### src/hdl/odo_pkg.sv
// Shared types, constants and the CORDIC arctangent table for the odometry block.
// Used by odo_div, odo_cordic and diff_drive_odometry; depends on nothing.
package odo_pkg;

   localparam int DivW          = 64;
   localparam int DivVW         = 62;
   localparam int CordicStepsDef = 16;
   localparam int CordicMaxSteps = 24;

   localparam logic [26:0]        TwoPiQ24      = 27'd105414357;
   localparam logic [55:0]        StraightLimQ24 = 56'd1678;
   localparam logic signed [31:0] CordicGainQ30 = 32'sd652032874;
   localparam logic [63:0]        MoveLimit     = 64'h0000_0001_0000_0000;

   localparam logic CsrHalfBase   = 1'b0;
   localparam logic CsrClicksPerCm = 1'b1;

   typedef enum logic [3:0] {
      ST_IDLE,
      ST_DL,
      ST_DC,
      ST_DTH,
      ST_MODH,
      ST_BAMH,
      ST_MODT,
      ST_BAMT,
      ST_COR1,
      ST_MUL1,
      ST_CHORD,
      ST_COR2,
      ST_MULX,
      ST_MULY,
      ST_DONE
   } odo_state_type;

   function automatic logic [31:0] atan_bam(input logic [4:0] idx);
      logic [31:0] v;
      case (idx)
         5'd0:    v = 32'h2000_0000;
         5'd1:    v = 32'h12E4_051E;
         5'd2:    v = 32'h09FB_385B;
         5'd3:    v = 32'h0511_11D4;
         5'd4:    v = 32'h028B_0D43;
         5'd5:    v = 32'h0145_D7E1;
         5'd6:    v = 32'h00A2_F61E;
         5'd7:    v = 32'h0051_7C55;
         5'd8:    v = 32'h0028_BE53;
         5'd9:    v = 32'h0014_5F2F;
         5'd10:   v = 32'h000A_2F98;
         5'd11:   v = 32'h0005_17CC;
         5'd12:   v = 32'h0002_8BE6;
         5'd13:   v = 32'h0001_45F3;
         5'd14:   v = 32'h0000_A2FA;
         5'd15:   v = 32'h0000_517D;
         5'd16:   v = 32'h0000_28BE;
         5'd17:   v = 32'h0000_145F;
         5'd18:   v = 32'h0000_0A30;
         5'd19:   v = 32'h0000_0518;
         5'd20:   v = 32'h0000_028C;
         5'd21:   v = 32'h0000_0146;
         5'd22:   v = 32'h0000_00A3;
         5'd23:   v = 32'h0000_0051;
         default: v = 32'h0000_0000;
      endcase
      return v;
   endfunction

endpackage

### src/hdl/odo_div.sv
// Bit-serial restoring divider, one quotient bit per cycle, unsigned operands.
// Depends on odo_pkg for the operand widths.
module odo_div import odo_pkg::*; (
   input  logic             clock,
   input  logic             reset,
   input  logic             start,
   input  logic [DivW-1:0]  dividend,
   input  logic [DivVW-1:0] divisor,
   output logic             done,
   output logic [DivW-1:0]  quotient,
   output logic [DivVW-1:0] remainder
);

   localparam int CntW = $clog2(DivW + 1);

   logic            busy_ff, busy_in;
   logic            done_ff, done_in;
   logic [CntW-1:0] cnt_ff, cnt_in;
   logic [DivW-1:0]  dq_ff, dq_in;
   logic [DivVW-1:0] rem_ff, rem_in;
   logic [DivVW-1:0] dvs_ff, dvs_in;
   logic [DivVW:0]   trial;
   logic [DivVW:0]   diff;
   logic             ge;

   assign trial = {rem_ff, dq_ff[DivW-1]};
   assign diff  = trial - {1'b0, dvs_ff};
   assign ge    = (trial >= {1'b0, dvs_ff});

   always_comb begin
      busy_in = busy_ff;
      done_in = 1'b0;
      cnt_in  = cnt_ff;
      dq_in   = dq_ff;
      rem_in  = rem_ff;
      dvs_in  = dvs_ff;
      if (start) begin
         busy_in = 1'b1;
         cnt_in  = CntW'(DivW);
         dq_in   = dividend;
         rem_in  = '0;
         dvs_in  = divisor;
      end else if (busy_ff) begin
         dq_in  = {dq_ff[DivW-2:0], ge};
         rem_in = ge ? diff[DivVW-1:0] : trial[DivVW-1:0];
         cnt_in = cnt_ff - CntW'(1);
         if (cnt_ff == CntW'(1)) begin
            busy_in = 1'b0;
            done_in = 1'b1;
         end
      end
   end

   always_ff @(posedge clock) begin
      if (reset) begin
         busy_ff <= 1'b0;
         done_ff <= 1'b0;
         cnt_ff  <= '0;
      end else begin
         busy_ff <= busy_in;
         done_ff <= done_in;
         cnt_ff  <= cnt_in;
      end
   end

   always_ff @(posedge clock) begin
      dq_ff  <= dq_in;
      rem_ff <= rem_in;
      dvs_ff <= dvs_in;
   end

   assign done      = done_ff;
   assign quotient  = dq_ff;
   assign remainder = rem_ff;

endmodule

### src/hdl/odo_cordic.sv
// Iterative CORDIC sine and cosine of a 32-bit binary angle, one rotation per cycle.
// Depends on odo_pkg for the gain and the arctangent table.
module odo_cordic import odo_pkg::*; #(
   parameter int CORDIC_STEPS = CordicStepsDef
) (
   input  logic               clock,
   input  logic               reset,
   input  logic               start,
   input  logic [31:0]        angle,
   output logic               done,
   output logic signed [31:0] sin_out,
   output logic signed [31:0] cos_out
);

   localparam int StepW = (CORDIC_STEPS > 1) ? $clog2(CORDIC_STEPS) : 1;

   logic                busy_ff, busy_in;
   logic                done_ff, done_in;
   logic [StepW-1:0]    step_ff, step_in;
   logic [1:0]          quad_ff, quad_in;
   logic signed [31:0]  x_ff, x_in, y_ff, y_in, z_ff, z_in;
   logic signed [31:0]  sh_x, sh_y, atan_v;
   logic [31:0]         rot;

   assign sh_x   = x_ff >>> step_ff;
   assign sh_y   = y_ff >>> step_ff;
   assign atan_v = $signed(atan_bam(5'(step_ff)));
   assign rot    = angle + 32'h2000_0000;

   always_comb begin
      busy_in = busy_ff;
      done_in = 1'b0;
      step_in = step_ff;
      quad_in = quad_ff;
      x_in    = x_ff;
      y_in    = y_ff;
      z_in    = z_ff;
      if (start) begin
         busy_in = 1'b1;
         step_in = '0;
         quad_in = rot[31:30];
         x_in    = CordicGainQ30;
         y_in    = '0;
         z_in    = $signed(angle - {rot[31:30], 30'b0});
      end else if (busy_ff) begin
         if (!z_ff[31]) begin
            x_in = x_ff - sh_y;
            y_in = y_ff + sh_x;
            z_in = z_ff - atan_v;
         end else begin
            x_in = x_ff + sh_y;
            y_in = y_ff - sh_x;
            z_in = z_ff + atan_v;
         end
         step_in = step_ff + StepW'(1);
         if (step_ff == StepW'(CORDIC_STEPS - 1)) begin
            busy_in = 1'b0;
            done_in = 1'b1;
         end
      end
   end

   always_ff @(posedge clock) begin
      if (reset) begin
         busy_ff <= 1'b0;
         done_ff <= 1'b0;
         step_ff <= '0;
      end else begin
         busy_ff <= busy_in;
         done_ff <= done_in;
         step_ff <= step_in;
      end
   end

   always_ff @(posedge clock) begin
      quad_ff <= quad_in;
      x_ff    <= x_in;
      y_ff    <= y_in;
      z_ff    <= z_in;
   end

   always_comb begin
      case (quad_ff)
         2'd0: begin
            cos_out = x_ff;
            sin_out = y_ff;
         end
         2'd1: begin
            cos_out = -y_ff;
            sin_out = x_ff;
         end
         2'd2: begin
            cos_out = -x_ff;
            sin_out = -y_ff;
         end
         default: begin
            cos_out = y_ff;
            sin_out = -x_ff;
         end
      endcase
   end

   assign done = done_ff;

endmodule

### src/hdl/diff_drive_odometry.sv
// Differential-drive dead-reckoning odometry: sequencer, serial multiplier and pose state.
// Depends on odo_pkg, odo_div and odo_cordic.
//
//   port group | direction | beat
//   req_       | in        | left_clicks, right_clicks (signed 16)
//   rsp_       | out       | pose_x, pose_y (signed Q8.24), pose_heading (16-bit angle)
//   csr_       | in        | wr_en, index, wdata: half base, clicks per cm
//
// A beat runs seven or eight divisions on the shared bit-serial divider, two or
// three shift-add multiplies and one or two CORDIC runs; the smaller counts are
// for a straight move and the larger ones for a turn.
// Synchronous reset clears pose to zero and loads both registers with 2560.
// req_stall is high while a beat is in flight; a finished pose waits in the output
// register under rsp_stall and the next beat is taken meanwhile.
module diff_drive_odometry import odo_pkg::*; #(
   parameter int CORDIC_STEPS = CordicStepsDef
) (
   input  logic               clock,
   input  logic               reset,
   input  logic               req_valid,
   output logic               req_stall,
   input  logic signed [15:0] req_left_clicks,
   input  logic signed [15:0] req_right_clicks,
   output logic               rsp_valid,
   input  logic               rsp_stall,
   output logic signed [31:0] rsp_pose_x,
   output logic signed [31:0] rsp_pose_y,
   output logic [15:0]        rsp_pose_heading,
   input  logic               csr_wr_en,
   input  logic               csr_index,
   input  logic [15:0]        csr_wdata
);

   odo_state_type state_ff, state_in;
   logic          launched_ff, launched_in;
   logic          rsp_valid_ff, rsp_valid_in;
   logic [15:0]   half_base_ff, clicks_ff;

   logic signed [15:0] l_ff, r_ff;
   logic [31:0]        bc_ff;
   logic signed [33:0] dl_ff, dc_ff, chord_ff;
   logic [55:0]        qmag_ff;
   logic [26:0]        rsel_ff;
   logic [31:0]        bamh_ff, bamt_ff;
   logic signed [34:0] dx_ff, dy_ff;
   logic signed [31:0] pos_x_ff, pos_y_ff;
   logic [15:0]        heading_ff;

   logic [63:0] mul_acc_ff, mul_mcand_ff;
   logic [31:0] mul_mplier_ff;
   logic [5:0]  mul_cnt_ff;
   logic        mul_busy_ff, mul_done_ff, mul_neg_ff;

   logic              accept, load_pose, straight;
   logic [15:0]       b_eff, c_eff, l_mag;
   logic signed [16:0] sum_lr, diff_lr;
   logic [16:0]       sum_mag, d_mag;
   logic              d_neg;
   logic [31:0]       hb, nb, nb_rnd;

   logic              div_start, div_done;
   logic [DivW-1:0]   div_dividend, div_quo;
   logic [DivVW-1:0]  div_divisor, div_rem;
   logic              cor_start, cor_done;
   logic [31:0]       cor_angle;
   logic signed [31:0] cor_sin, cor_cos;
   logic              mul_start, mul_sign;
   logic [63:0]       mul_a;
   logic [31:0]       mul_b;

   function automatic logic signed [33:0] clamp_move(input logic neg, input logic [63:0] mag);
      logic [32:0] m;
      m = (mag > MoveLimit) ? MoveLimit[32:0] : mag[32:0];
      return neg ? -$signed({1'b0, m}) : $signed({1'b0, m});
   endfunction

   function automatic logic [26:0] wrap_turn(input logic neg, input logic [DivVW-1:0] rem);
      logic [26:0] r;
      r = rem[26:0];
      return (neg && (r != 27'd0)) ? (TwoPiQ24 - r) : r;
   endfunction

   function automatic logic [32:0] mag34(input logic signed [33:0] v);
      logic [33:0] t;
      t = v[33] ? 34'(-v) : 34'(v);
      return t[32:0];
   endfunction

   function automatic logic [31:0] mag32(input logic signed [31:0] v);
      return v[31] ? 32'(-v) : 32'(v);
   endfunction

   function automatic logic signed [34:0] round_q30(input logic neg, input logic [63:0] mag);
      logic signed [64:0] p;
      p = neg ? -$signed({1'b0, mag}) : $signed({1'b0, mag});
      p = p + 65'sd536870912;
      return p[64:30];
   endfunction

   function automatic logic signed [31:0] sat_add(input logic signed [31:0] a,
                                                  input logic signed [34:0] b);
      logic signed [35:0] s;
      s = {{4{a[31]}}, a} + {b[34], b};
      if (s > 36'sd2147483647) return 32'sh7FFF_FFFF;
      if (s < -36'sd2147483648) return 32'sh8000_0000;
      return s[31:0];
   endfunction

   assign accept    = req_valid && !req_stall;
   assign req_stall = (state_ff != ST_IDLE);
   assign b_eff     = (half_base_ff == 16'd0) ? 16'd1 : half_base_ff;
   assign c_eff     = (clicks_ff == 16'd0) ? 16'd1 : clicks_ff;
   assign l_mag     = l_ff[15] ? 16'(-l_ff) : 16'(l_ff);
   assign sum_lr    = {l_ff[15], l_ff} + {r_ff[15], r_ff};
   assign diff_lr   = {r_ff[15], r_ff} - {l_ff[15], l_ff};
   assign sum_mag   = sum_lr[16] ? 17'(-sum_lr) : 17'(sum_lr);
   assign d_mag     = diff_lr[16] ? 17'(-diff_lr) : 17'(diff_lr);
   assign d_neg     = diff_lr[16];
   assign straight  = (qmag_ff < StraightLimQ24);
   assign hb        = {heading_ff, 16'h0000};
   assign nb        = hb + bamt_ff;
   assign nb_rnd    = nb + 32'h0000_8000;
   assign load_pose = (state_ff == ST_DONE) && (!rsp_valid_ff || !rsp_stall);

   odo_div u_div (
      .clock     (clock),
      .reset     (reset),
      .start     (div_start),
      .dividend  (div_dividend),
      .divisor   (div_divisor),
      .done      (div_done),
      .quotient  (div_quo),
      .remainder (div_rem)
   );

   odo_cordic #(
      .CORDIC_STEPS (CORDIC_STEPS)
   ) u_cordic (
      .clock   (clock),
      .reset   (reset),
      .start   (cor_start),
      .angle   (cor_angle),
      .done    (cor_done),
      .sin_out (cor_sin),
      .cos_out (cor_cos)
   );

   // next state
   always_comb begin
      state_in = state_ff;
      case (state_ff)
         ST_IDLE:  if (accept) state_in = ST_DL;
         ST_DL:    if (div_done) state_in = ST_DC;
         ST_DC:    if (div_done) state_in = ST_DTH;
         ST_DTH:   if (div_done) state_in = ST_MODH;
         ST_MODH:  if (div_done) state_in = ST_BAMH;
         ST_BAMH:  if (div_done) state_in = ST_MODT;
         ST_MODT:  if (div_done) state_in = ST_BAMT;
         ST_BAMT:  if (div_done) state_in = straight ? ST_COR2 : ST_COR1;
         ST_COR1:  if (cor_done) state_in = ST_MUL1;
         ST_MUL1:  if (mul_done_ff) state_in = ST_CHORD;
         ST_CHORD: if (div_done) state_in = ST_COR2;
         ST_COR2:  if (cor_done) state_in = ST_MULX;
         ST_MULX:  if (mul_done_ff) state_in = ST_MULY;
         ST_MULY:  if (mul_done_ff) state_in = ST_DONE;
         ST_DONE:  if (load_pose) state_in = ST_IDLE;
         default:  state_in = ST_IDLE;
      endcase
   end

   // unit launch and operands
   always_comb begin
      div_start    = 1'b0;
      div_dividend = '0;
      div_divisor  = {35'b0, TwoPiQ24};
      cor_start    = 1'b0;
      cor_angle    = bamh_ff;
      mul_start    = 1'b0;
      mul_a        = {31'b0, mag34(chord_ff)};
      mul_b        = mag32(cor_sin);
      mul_sign     = chord_ff[33] ^ cor_sin[31];
      case (state_ff)
         ST_DL: begin
            div_start    = !launched_ff;
            div_dividend = {24'b0, l_mag, 24'b0};
            div_divisor  = {46'b0, c_eff};
         end
         ST_DC: begin
            div_start    = !launched_ff;
            div_dividend = {24'b0, sum_mag, 23'b0};
            div_divisor  = {46'b0, c_eff};
         end
         ST_DTH: begin
            div_start    = !launched_ff;
            div_dividend = {8'b0, d_mag, 39'b0};
            div_divisor  = {30'b0, bc_ff};
         end
         ST_MODH: begin
            div_start    = !launched_ff;
            div_dividend = {9'b0, qmag_ff[55:1]};
         end
         ST_MODT: begin
            div_start    = !launched_ff;
            div_dividend = {8'b0, qmag_ff};
         end
         ST_BAMH, ST_BAMT: begin
            div_start    = !launched_ff;
            div_dividend = {5'b0, rsel_ff, 32'b0};
         end
         ST_COR1: begin
            cor_start = !launched_ff;
            cor_angle = bamh_ff;
         end
         ST_MUL1: begin
            mul_start = !launched_ff;
            mul_a     = {31'b0, mag34(dc_ff)};
            mul_b     = mag32(cor_sin);
            mul_sign  = dc_ff[33] ^ cor_sin[31];
         end
         ST_CHORD: begin
            div_start    = !launched_ff;
            div_dividend = mul_acc_ff;
            div_divisor  = {1'b0, qmag_ff[55:1], 6'b0};
         end
         ST_COR2: begin
            cor_start = !launched_ff;
            cor_angle = hb + bamh_ff;
         end
         ST_MULX: begin
            mul_start = !launched_ff;
            mul_b     = mag32(cor_cos);
            mul_sign  = chord_ff[33] ^ cor_cos[31];
         end
         ST_MULY: begin
            mul_start = !launched_ff;
         end
         default: begin
            div_start = 1'b0;
         end
      endcase
   end

   always_comb begin
      launched_in  = (state_in == state_ff);
      rsp_valid_in = rsp_valid_ff;
      if (load_pose) begin
         rsp_valid_in = 1'b1;
      end else if (rsp_valid_ff && !rsp_stall) begin
         rsp_valid_in = 1'b0;
      end
   end

   always_ff @(posedge clock) begin
      if (reset) begin
         state_ff     <= ST_IDLE;
         launched_ff  <= 1'b0;
         rsp_valid_ff <= 1'b0;
         half_base_ff <= 16'd2560;
         clicks_ff    <= 16'd2560;
         pos_x_ff     <= '0;
         pos_y_ff     <= '0;
         heading_ff   <= '0;
         mul_busy_ff  <= 1'b0;
         mul_done_ff  <= 1'b0;
         mul_cnt_ff   <= '0;
      end else begin
         state_ff     <= state_in;
         launched_ff  <= launched_in;
         rsp_valid_ff <= rsp_valid_in;
         if (csr_wr_en) begin
            case (csr_index)
               CsrHalfBase:    half_base_ff <= csr_wdata;
               CsrClicksPerCm: clicks_ff    <= csr_wdata;
               default:        clicks_ff    <= clicks_ff;
            endcase
         end
         if (load_pose) begin
            pos_x_ff   <= sat_add(pos_x_ff, dx_ff);
            pos_y_ff   <= sat_add(pos_y_ff, dy_ff);
            heading_ff <= nb_rnd[31:16];
         end
         mul_done_ff <= 1'b0;
         if (mul_start) begin
            mul_busy_ff <= 1'b1;
            mul_cnt_ff  <= 6'd32;
         end else if (mul_busy_ff) begin
            mul_cnt_ff <= mul_cnt_ff - 6'd1;
            if (mul_cnt_ff == 6'd1) begin
               mul_busy_ff <= 1'b0;
               mul_done_ff <= 1'b1;
            end
         end
      end
   end

   // shift-add multiplier datapath
   always_ff @(posedge clock) begin
      if (mul_start) begin
         mul_acc_ff    <= '0;
         mul_mcand_ff  <= mul_a;
         mul_mplier_ff <= mul_b;
         mul_neg_ff    <= mul_sign;
      end else if (mul_busy_ff) begin
         if (mul_mplier_ff[0]) begin
            mul_acc_ff <= mul_acc_ff + mul_mcand_ff;
         end
         mul_mcand_ff  <= {mul_mcand_ff[62:0], 1'b0};
         mul_mplier_ff <= {1'b0, mul_mplier_ff[31:1]};
      end
   end

   // capture results of each step
   always_ff @(posedge clock) begin
      if (accept) begin
         l_ff  <= req_left_clicks;
         r_ff  <= req_right_clicks;
         bc_ff <= {16'b0, b_eff} * {16'b0, c_eff};
      end
      case (state_ff)
         ST_DL:    if (div_done) dl_ff <= clamp_move(l_ff[15], div_quo);
         ST_DC:    if (div_done) dc_ff <= clamp_move(sum_lr[16], div_quo);
         ST_DTH:   if (div_done) qmag_ff <= div_quo[55:0];
         ST_MODH:  if (div_done) rsel_ff <= wrap_turn(d_neg, div_rem);
         ST_BAMH:  if (div_done) bamh_ff <= div_quo[31:0];
         ST_MODT:  if (div_done) rsel_ff <= wrap_turn(d_neg, div_rem);
         ST_BAMT: begin
            if (div_done) begin
               bamt_ff <= div_quo[31:0];
               if (straight) begin
                  chord_ff <= dl_ff;
               end
            end
         end
         ST_CHORD: if (div_done) chord_ff <= clamp_move(mul_neg_ff ^ d_neg, div_quo);
         ST_MULX:  if (mul_done_ff) dx_ff <= round_q30(mul_neg_ff, mul_acc_ff);
         ST_MULY:  if (mul_done_ff) dy_ff <= round_q30(mul_neg_ff, mul_acc_ff);
         default:  dx_ff <= dx_ff;
      endcase
   end

   assign rsp_valid        = rsp_valid_ff;
   assign rsp_pose_x       = pos_x_ff;
   assign rsp_pose_y       = pos_y_ff;
   assign rsp_pose_heading = heading_ff;

   a_accept_starts: assert property (@(posedge clock) disable iff (reset)
      accept |=> (state_ff == ST_DL))
      else $error("accepted beat did not start the distance division");

   a_rsp_from_done: assert property (@(posedge clock) disable iff (reset)
      $rose(rsp_valid) |-> $past(state_ff == ST_DONE))
      else $error("result raised outside the done state");

   a_turn_only: assert property (@(posedge clock) disable iff (reset)
      (state_ff == ST_COR1) |-> (qmag_ff >= StraightLimQ24))
      else $error("arc chord computed on a straight move");

   a_cordic_owner: assert property (@(posedge clock) disable iff (reset)
      cor_done |-> (state_ff == ST_COR1 || state_ff == ST_COR2))
      else $error("CORDIC finished outside a CORDIC step");

endmodule

### config.mk
export PLATFORM = sky130hd
export DESIGN_NAME = diff_drive_odometry
export DESIGN_NICKNAME = d
export VERILOG_FILES = /design/src/hdl/odo_pkg.sv /design/src/hdl/odo_div.sv /design/src/hdl/odo_cordic.sv /design/src/hdl/diff_drive_odometry.sv
export SDC_FILE = /design/constraint.sdc
export NUM_CORES = 2
export LEC_CHECK = 0
export ABC_AREA = 1
export BUFFER_PORTS_ARGS = -buffer_cell sky130_fd_sc_hd__buf_2
export CORE_ASPECT_RATIO = 1.5
export CORE_MARGIN = 2
export CORE_UTILIZATION = 50
export CTS_CLUSTER_DIAMETER = 50
export DETAILED_ROUTE_END_ITERATION = 12
export GPL_TIMING_DRIVEN = 0
export HOLD_SLACK_MARGIN = 0.03
export PLACE_DENSITY_LB_ADDON = 0.3
export SYNTH_ARGS = -nofsm -noshare
export SYNTH_HDL_FRONTEND = slang
export SYNTH_HIERARCHICAL = 1
export SYNTH_SLANG_ARGS = --single-unit
### constraint.sdc
create_clock -name clock -period 8.9 [get_ports clock]
set_clock_uncertainty 0.15 [all_clocks]
set_input_delay 0.89 -clock clock [delete_from_list [all_inputs] [get_ports clock]]
set_output_delay 0.89 -clock clock [all_outputs]
set_load 0.02 [all_outputs]
== Word level (Yosys, flattened, before mapping) ==
Memories as Yosys holds them, arrays and structs flattened. A register that Yosys moved wholly into a read port is not among the register bits.
Index checks and enable logic that the tools add are counted.

* Memories: 1
* Memory bits (read-only): 480
* Flip-flop bits (word level): 971

{| class="wikitable"
|+ Memories
! name !! words !! width !! rd ports !! clocked after memory_dff !! write ports !! RTL line !! text
|-
| (name not given) || 16 || 30 || 1 || 1 || 0 || odo_pkg.sv:38 || <nowiki>case (idx)</nowiki>
|}

* Equality and inequality tests: 23
* Muxes and demuxes: 101
* Add/subtract/negate cells: 33
* Shift operators: 2
* Order comparisons: 7
* Multiply operators: 1
* Bitwise operators: 8
* Reductions and logical operators: 44

{| class="wikitable"
|+ Operators by type and width
! operator !! count
|-
| 2-to-1 mux 32 bit || 19
|-
| one-hot mux 64 bit (7 select lines) || 1
|-
| 2-to-1 mux 64 bit || 4
|-
| 2-to-1 mux 33 bit || 6
|-
| one-hot mux 32 bit (3 select lines) || 2
|-
| one-hot mux 61 bit (3 select lines) || 1
|-
| adder 32 bit || 5
|-
| 2-to-1 mux 34 bit || 4
|-
| negator 32 bit || 4
|-
| subtractor 32 bit || 4
|-
| adder 32 x 35 -> 36 bit || 2
|-
| greater-than comparator 36 x 32 -> 1 bit, second input constant || 2
|-
| less-than comparator 36 x 32 -> 1 bit, second input constant || 2
|-
| 2-to-1 mux 4 bit || 17
|-
| one-hot mux 34 bit (2 select lines) || 1
|-
| negator 33 bit || 2
|-
| adder 65 x 31 -> 65 bit, second input constant || 1
|-
| 2-to-1 mux 65 bit || 1
|-
| negator 64 -> 65 bit || 1
|-
| adder 64 bit || 1
|-
| greater-than comparator 64 x 33 -> 1 bit, second input constant || 1
|-
| >>> shifter 32 x 4 -> 32 bit || 2
|-
| greater-or-equal comparator 63 x 62 -> 1 bit || 1
|-
| 2-to-1 mux 62 bit || 1
|-
| 50 further kinds || 134
|}

== Logic depth before layout (Yosys ltp) ==
* Depth in word-level cells: 10
* Gate-level depth with buffers: 35
* Gate-level depth less buffers: 33

== Cells and area by module ==
Netlist, hierarchy kept.

{| class="wikitable"
|+ By module, submodules not included
! module !! times used !! area each (sq um) !! cells an instance
|-
| diff_drive_odometry || 1 || 56,121.3 || 7,783
|-
| odo_cordic || 1 || 18,709.2 || 3,184
|-
| odo_div || 1 || 14,176.1 || 2,185
|}

== Worst setup path before layout ==
OpenSTA, ideal clock, no wires.

* Path type: reg2reg
* From: register clicks_ff[9]
* To: register bc_ff[27], data pin
* Clock period less this slack: 6.053 ns
* Cell stages (with the launch flop): 24
* Required time: 8.485 ns
* Path slack: 2.847 ns
* Path buffers: 2
* Data arrival time: 5.638 ns
* Path through: dfxtp_1 -> clkbuf_1 -> buf_1 -> nand2_1 -> fa_1 -> inv_1 -> fa_1 -> inv_1 -> fa_1 -> inv_1 -> fa_1 -> fa_1 -> inv_1 -> fa_1 -> inv_1 -> ha_1 -> a21o_1 -> a31oi_1 -> nand3_1 -> a21oi_1 -> nor3_1 -> nor2_1 -> o21ai_0 -> xor2_1

* Longest elaborated chain between the ends: 3

{| class="wikitable"
|+ Ends and longest elaborated chain
! element !! RTL line !! text
|-
| start, declared || diff_drive_odometry.sv:37 || <nowiki>logic [15:0] half_base_ff, clicks_ff;</nowiki>
|-
| start signal, assigned || diff_drive_odometry.sv:273 || <nowiki>CsrClicksPerCm: clicks_ff <= csr_wdata;</nowiki>
|-
| start signal, assigned || diff_drive_odometry.sv:274 || <nowiki>default: clicks_ff <= clicks_ff;</nowiki>
|-
| zero test 16 bit || diff_drive_odometry.sv:112 || <nowiki>assign c_eff = (clicks_ff == 16'd0) ? 16'd1 : clicks_ff;</nowiki>
|-
| 2-to-1 mux 16 bit (*) || diff_drive_odometry.sv:112 ||
|-
| multiplier 16 x 16 -> 32 bit (*) || diff_drive_odometry.sv:317 || <nowiki>bc_ff <= {16'b0, b_eff} * {16'b0, c_eff};</nowiki>
|-
| end signal, assigned || diff_drive_odometry.sv:317 ||
|-
| end, declared || diff_drive_odometry.sv:40 || <nowiki>logic [31:0] bc_ff;</nowiki>
|}

Every way passes the cells marked *; elsewhere a longest branch is shown, timed or not.
A chain may end at the register's enable or synchronous reset.

== Final worst setup path ==
* From: register half_base_ff[13]
* To: register bc_ff[25], data pin

* Longest elaborated chain between the ends: 3

{| class="wikitable"
|+ Ends and longest elaborated chain
! element !! RTL line !! text
|-
| start, declared || diff_drive_odometry.sv:37 ||
|-
| start signal, assigned || diff_drive_odometry.sv:272 || <nowiki>CsrHalfBase: half_base_ff <= csr_wdata;</nowiki>
|-
| zero test 16 bit || diff_drive_odometry.sv:111 || <nowiki>assign b_eff = (half_base_ff == 16'd0) ? 16'd1 : half_base_ff;</nowiki>
|-
| 2-to-1 mux 16 bit (*) || diff_drive_odometry.sv:111 ||
|-
| multiplier 16 x 16 -> 32 bit (*) || diff_drive_odometry.sv:317 ||
|}

Marks and branches as above.

==> metrics.txt <==
status completed; H-tree levels 3; WL met3 31.2 mm; Yosys cell types 74; num rows 189; Lkg Pwr 0.0466 µW; later-pin clock latency in the skew report 840 ps; Power Density 197 nW/µm²; Worst Path Required 9290 ps; worst path arrival time 8570 ps; clock root buffer clkbuf_16; crit path cell chain clkbuf_1, nor4_1, nand4_1, nand2_1, inv_1, clkbuf_1, nor2_1, ha_1, inv_1, fa_1, inv_1, fa_1, fa_1, fa_1, inv_1, fa_1, inv_1, ha_1, nand2_1, nor4_1, nand4_1, nand3_1, a21oi_1, xnor2_1; initial antenna violation count 19; Post-DP HPWL 302 mm; gr ovfl total 0; syn avg cell area 6.77 µm²; RD Place Congestion 1.07; Port Buf Inserts 135; Die Area 181000 µm²; Hold Vio Cnt, Final 0; Final ANT Viol Nets 0; Core ar. 177000 µm²; global-route wire length before repair 544 mm; top_reg_cell synth edfxtp_1; Hold/Removal Path Class primary input to flop; most frequent cells in the layout 3615 x nand2_1, 1976 x inv_1, 1221 x nor2_1, 965 x nand3_1, 751 x a21oi_1; maxcap violations 0; post-synthesis async set-or-reset flop share 0%; Setup Buffers After CTS 0; Syn Inst Count 13200; register bit count reported by yosys 986; max-slew violations 0; CP peak stage delay 680 ps; metal2 WL 172 mm; Ports 136; Top Layer Used met5; post-route total power 19200 µW; Critical Path Sink Type flop; number of flops mapped to enable cells by yosys 625; Mapped Area 89000 µm²; CTS tree built; Seq/Total Area, Yosys 29.2%; vias per std cell 5.78; drt total wl 372 mm; most common cell after layout, fill and taps aside nand2_1; Final #Nets 14200; Die X 348 µm; cts repair resizes 0; Worst Max-Slew Pin Slew 1470 ps; Final Instance Area 97100 µm²; clock-pin slew on the worst setup and hold paths 70 ps; RSZ-0062 raised after global routing false; WL/cell 23.5 µm; Num CTS Buffers 117; YS warnings 6; Max Clk Rate 122 MHz; WL met1 128 mm; Slowest-stage cell, CP nor4_1; GRT Util Overall 40.1%; Period minus WS final 8180 ps; layout overhead on the synthesized area 9.05%; clock sink total 986; hold_buf cts 0; Post-Syn Nets 13900; DRT Pass-1 Iters 8; Comb pwr share 42.0%; worst-path fanout max 10; Rel. slew slack 1.81%; setup violation total in the final timing report 0; drc violations 0; largest net degree at the start of global routing 67; Die H 521 µm; critical path class flop to flop; vias in the first global route 88700; placed inst area 93000 µm²; drt first-iter violations 9412; sw power 8570 µW; CP startpoint kind flop; Initial Util 50.3%; vias 91400; register share of total power 31.4%; Clock power frac 26.6%; setup TNS 0 ps; CTS max path bufs 3; share of layout cells above drive strength 1 5.97%; switch share 44.7%; Peak VDD IR 0.182 mV; P_int 10600 µW; Final period util 91.9%
-- cell families after synthesis --
| kind of cell | Yosys count | synth area share [%] |
|---|---|---|
| DFF | 986 | 29.2 |
| AOI/OAI and AO/OA | 2061 | 13.2 |
| and+or+nand+nor | 6508 | 31.0 |
| adders and majority gates | 696 | 11.5 |
| xor gates and xnor gates | 425 | 4.25 |
| other | 1 | 0.00421 |
| buffers and inverters | 2475 | 10.9 |
-- final timing paths --
check                           slack (ps)                 start  depth (start not counted)             endpoint
worst max-delay path                   720      half_base_ff[13]                         24            bc_ff[25]
worst min-delay path                    80  req_right_clicks[10]                          1             r_ff[10]
worst max register to register         720      half_base_ff[13]                         24            bc_ff[25]
worst min register to register         320   u_div/remainder[37]                          2  u_div/remainder[37]
-- power groups by stage --
stage | logic, µW | clock network, µW | registers (µW)
after floorplan | 5480 | 0 | 5680
after global placement | 7760 | 0 | 6060
after detailed placement | 7790 | 0 | 6050
after CTS | 7820 | 5130 | 5960
after global routing | 8800 | 5290 | 6000
final | 8060 | 5090 | 6010
-- cell usage after synthesis, types with 9 or more instances --
| master | instances | area (µm²) |
|---|---|---|
| a211oi_1 | 9 | 67.6 |
| a21boi_0 | 18 | 135 |
| a21o_1 | 36 | 270 |
| a21oi_1 | 751 | 3760 |
| a221oi_1 | 42 | 368 |
| a31oi_1 | 104 | 651 |
| and2_1 | 13 | 81.3 |
| buf_1 | 51 | 191 |
| buf_2 | 68 | 340 |
| buf_4 | 17 | 128 |
| buf_6 | 30 | 338 |
| clkbuf_1 | 273 | 1020 |
| clkinv_1 | 15 | 56.3 |
| dfxtp_1 | 361 | 7230 |
| edfxtp_1 | 625 | 18800 |
| fa_1 | 205 | 4100 |
| ha_1 | 491 | 6140 |
| inv_1 | 1978 | 7420 |
| inv_2 | 41 | 154 |
| nand2_1 | 3616 | 13600 |
| nand2_2 | 67 | 419 |
| nand3_1 | 965 | 4830 |
| nand3_2 | 24 | 240 |
| nand3b_1 | 55 | 413 |
| nand4_1 | 157 | 982 |
| nor2_1 | 1229 | 4610 |
| nor2_2 | 62 | 388 |
| nor2_4 | 18 | 203 |
| nor3_1 | 146 | 731 |
| nor3_2 | 13 | 130 |
| nor4_1 | 64 | 400 |
| o2111ai_1 | 37 | 324 |
| o211ai_1 | 62 | 465 |
| o21a_1 | 29 | 218 |
| o21ai_0 | 738 | 3690 |
| o21ai_1 | 27 | 135 |
| o21ai_2 | 10 | 87.6 |
| o21bai_1 | 54 | 405 |
| o221ai_1 | 44 | 385 |
| o22ai_1 | 47 | 294 |
| o31ai_1 | 17 | 128 |
| o41ai_1 | 9 | 78.8 |
| or2_2 | 57 | 357 |
| xnor2_1 | 146 | 1280 |
| xor2_1 | 274 | 2400 |
-- layout make-up --
type,count,area (µm²)
diodes,5,12.5
flip-flops and latches,986,26000
clock inverters,87,1000
inverters,2036,7650
clock buffers,136,3090
plain buffers,439,2030
fillers,18000,79800
multi-input cells,9691,53400
well taps,2292,2870
repair buffers,151,993
-- per-layer routing --
metal / up-vias / GRT usage, %
met5: - / 0
met4: 8 / 36.7
met3: 1423 / 7.22
met2: 4410 / 66.8
met1: 42100 / 43.2
li1: 43400 / -
-- sequential cells by signal, indices dropped and copies added (netlist names), 17 cells and up --
| signal | cells |
|---|---|
| dc_ff | 34 |
| bc_ff | 32 |
| qmag_ff | 56 |
| u_cordic/x_ff | 32 |
| bamt_ff | 17 |
| u_cordic/z_ff | 32 |
| u_cordic/y_ff | 32 |
| u_div/dvs_ff | 62 |
| rsel_ff | 27 |
| mul_mcand_ff | 64 |
| rsp_pose_x | 32 |
| mul_acc_ff | 64 |
| u_div/quotient | 64 |
| dx_ff | 35 |
| mul_mplier_ff | 32 |
| bamh_ff | 32 |
| dy_ff | 35 |
| chord_ff | 34 |
| u_div/remainder | 62 |
| u_cordic/atan_v | 30 |
| rsp_pose_y | 32 |
| dl_ff | 34 |
-- through the flow --
| step | hold slack [ps] | setup slack, ps | instances | util [%] |
|---|---|---|---|---|
| final | 84.2 | 721 | 15800 | 54.9 |
| after global placement | 308 | -393 | 15600 | 52.3 |
| after CTS | 61.1 | 965 | 15800 | 54.9 |
| after detailed placement | 310 | 1010 | 15600 | 52.5 |
| after global routing | 68.4 | 675 | 15800 | 54.9 |
| after floorplan | 292 | 2850 | 13200 | - |
-- critical path: cells and delay by family, from the launching register on --
family                     cells  cell delay [ps]
buffers and inverters          7              920
and+or+nand+nor                8             2660
xor gates and xnor gates       1              460
adders and majority gates      7             3280
AOI/OAI and AO/OA              1              130
DFF                            1              310
(Power assumes the default switching activity.)
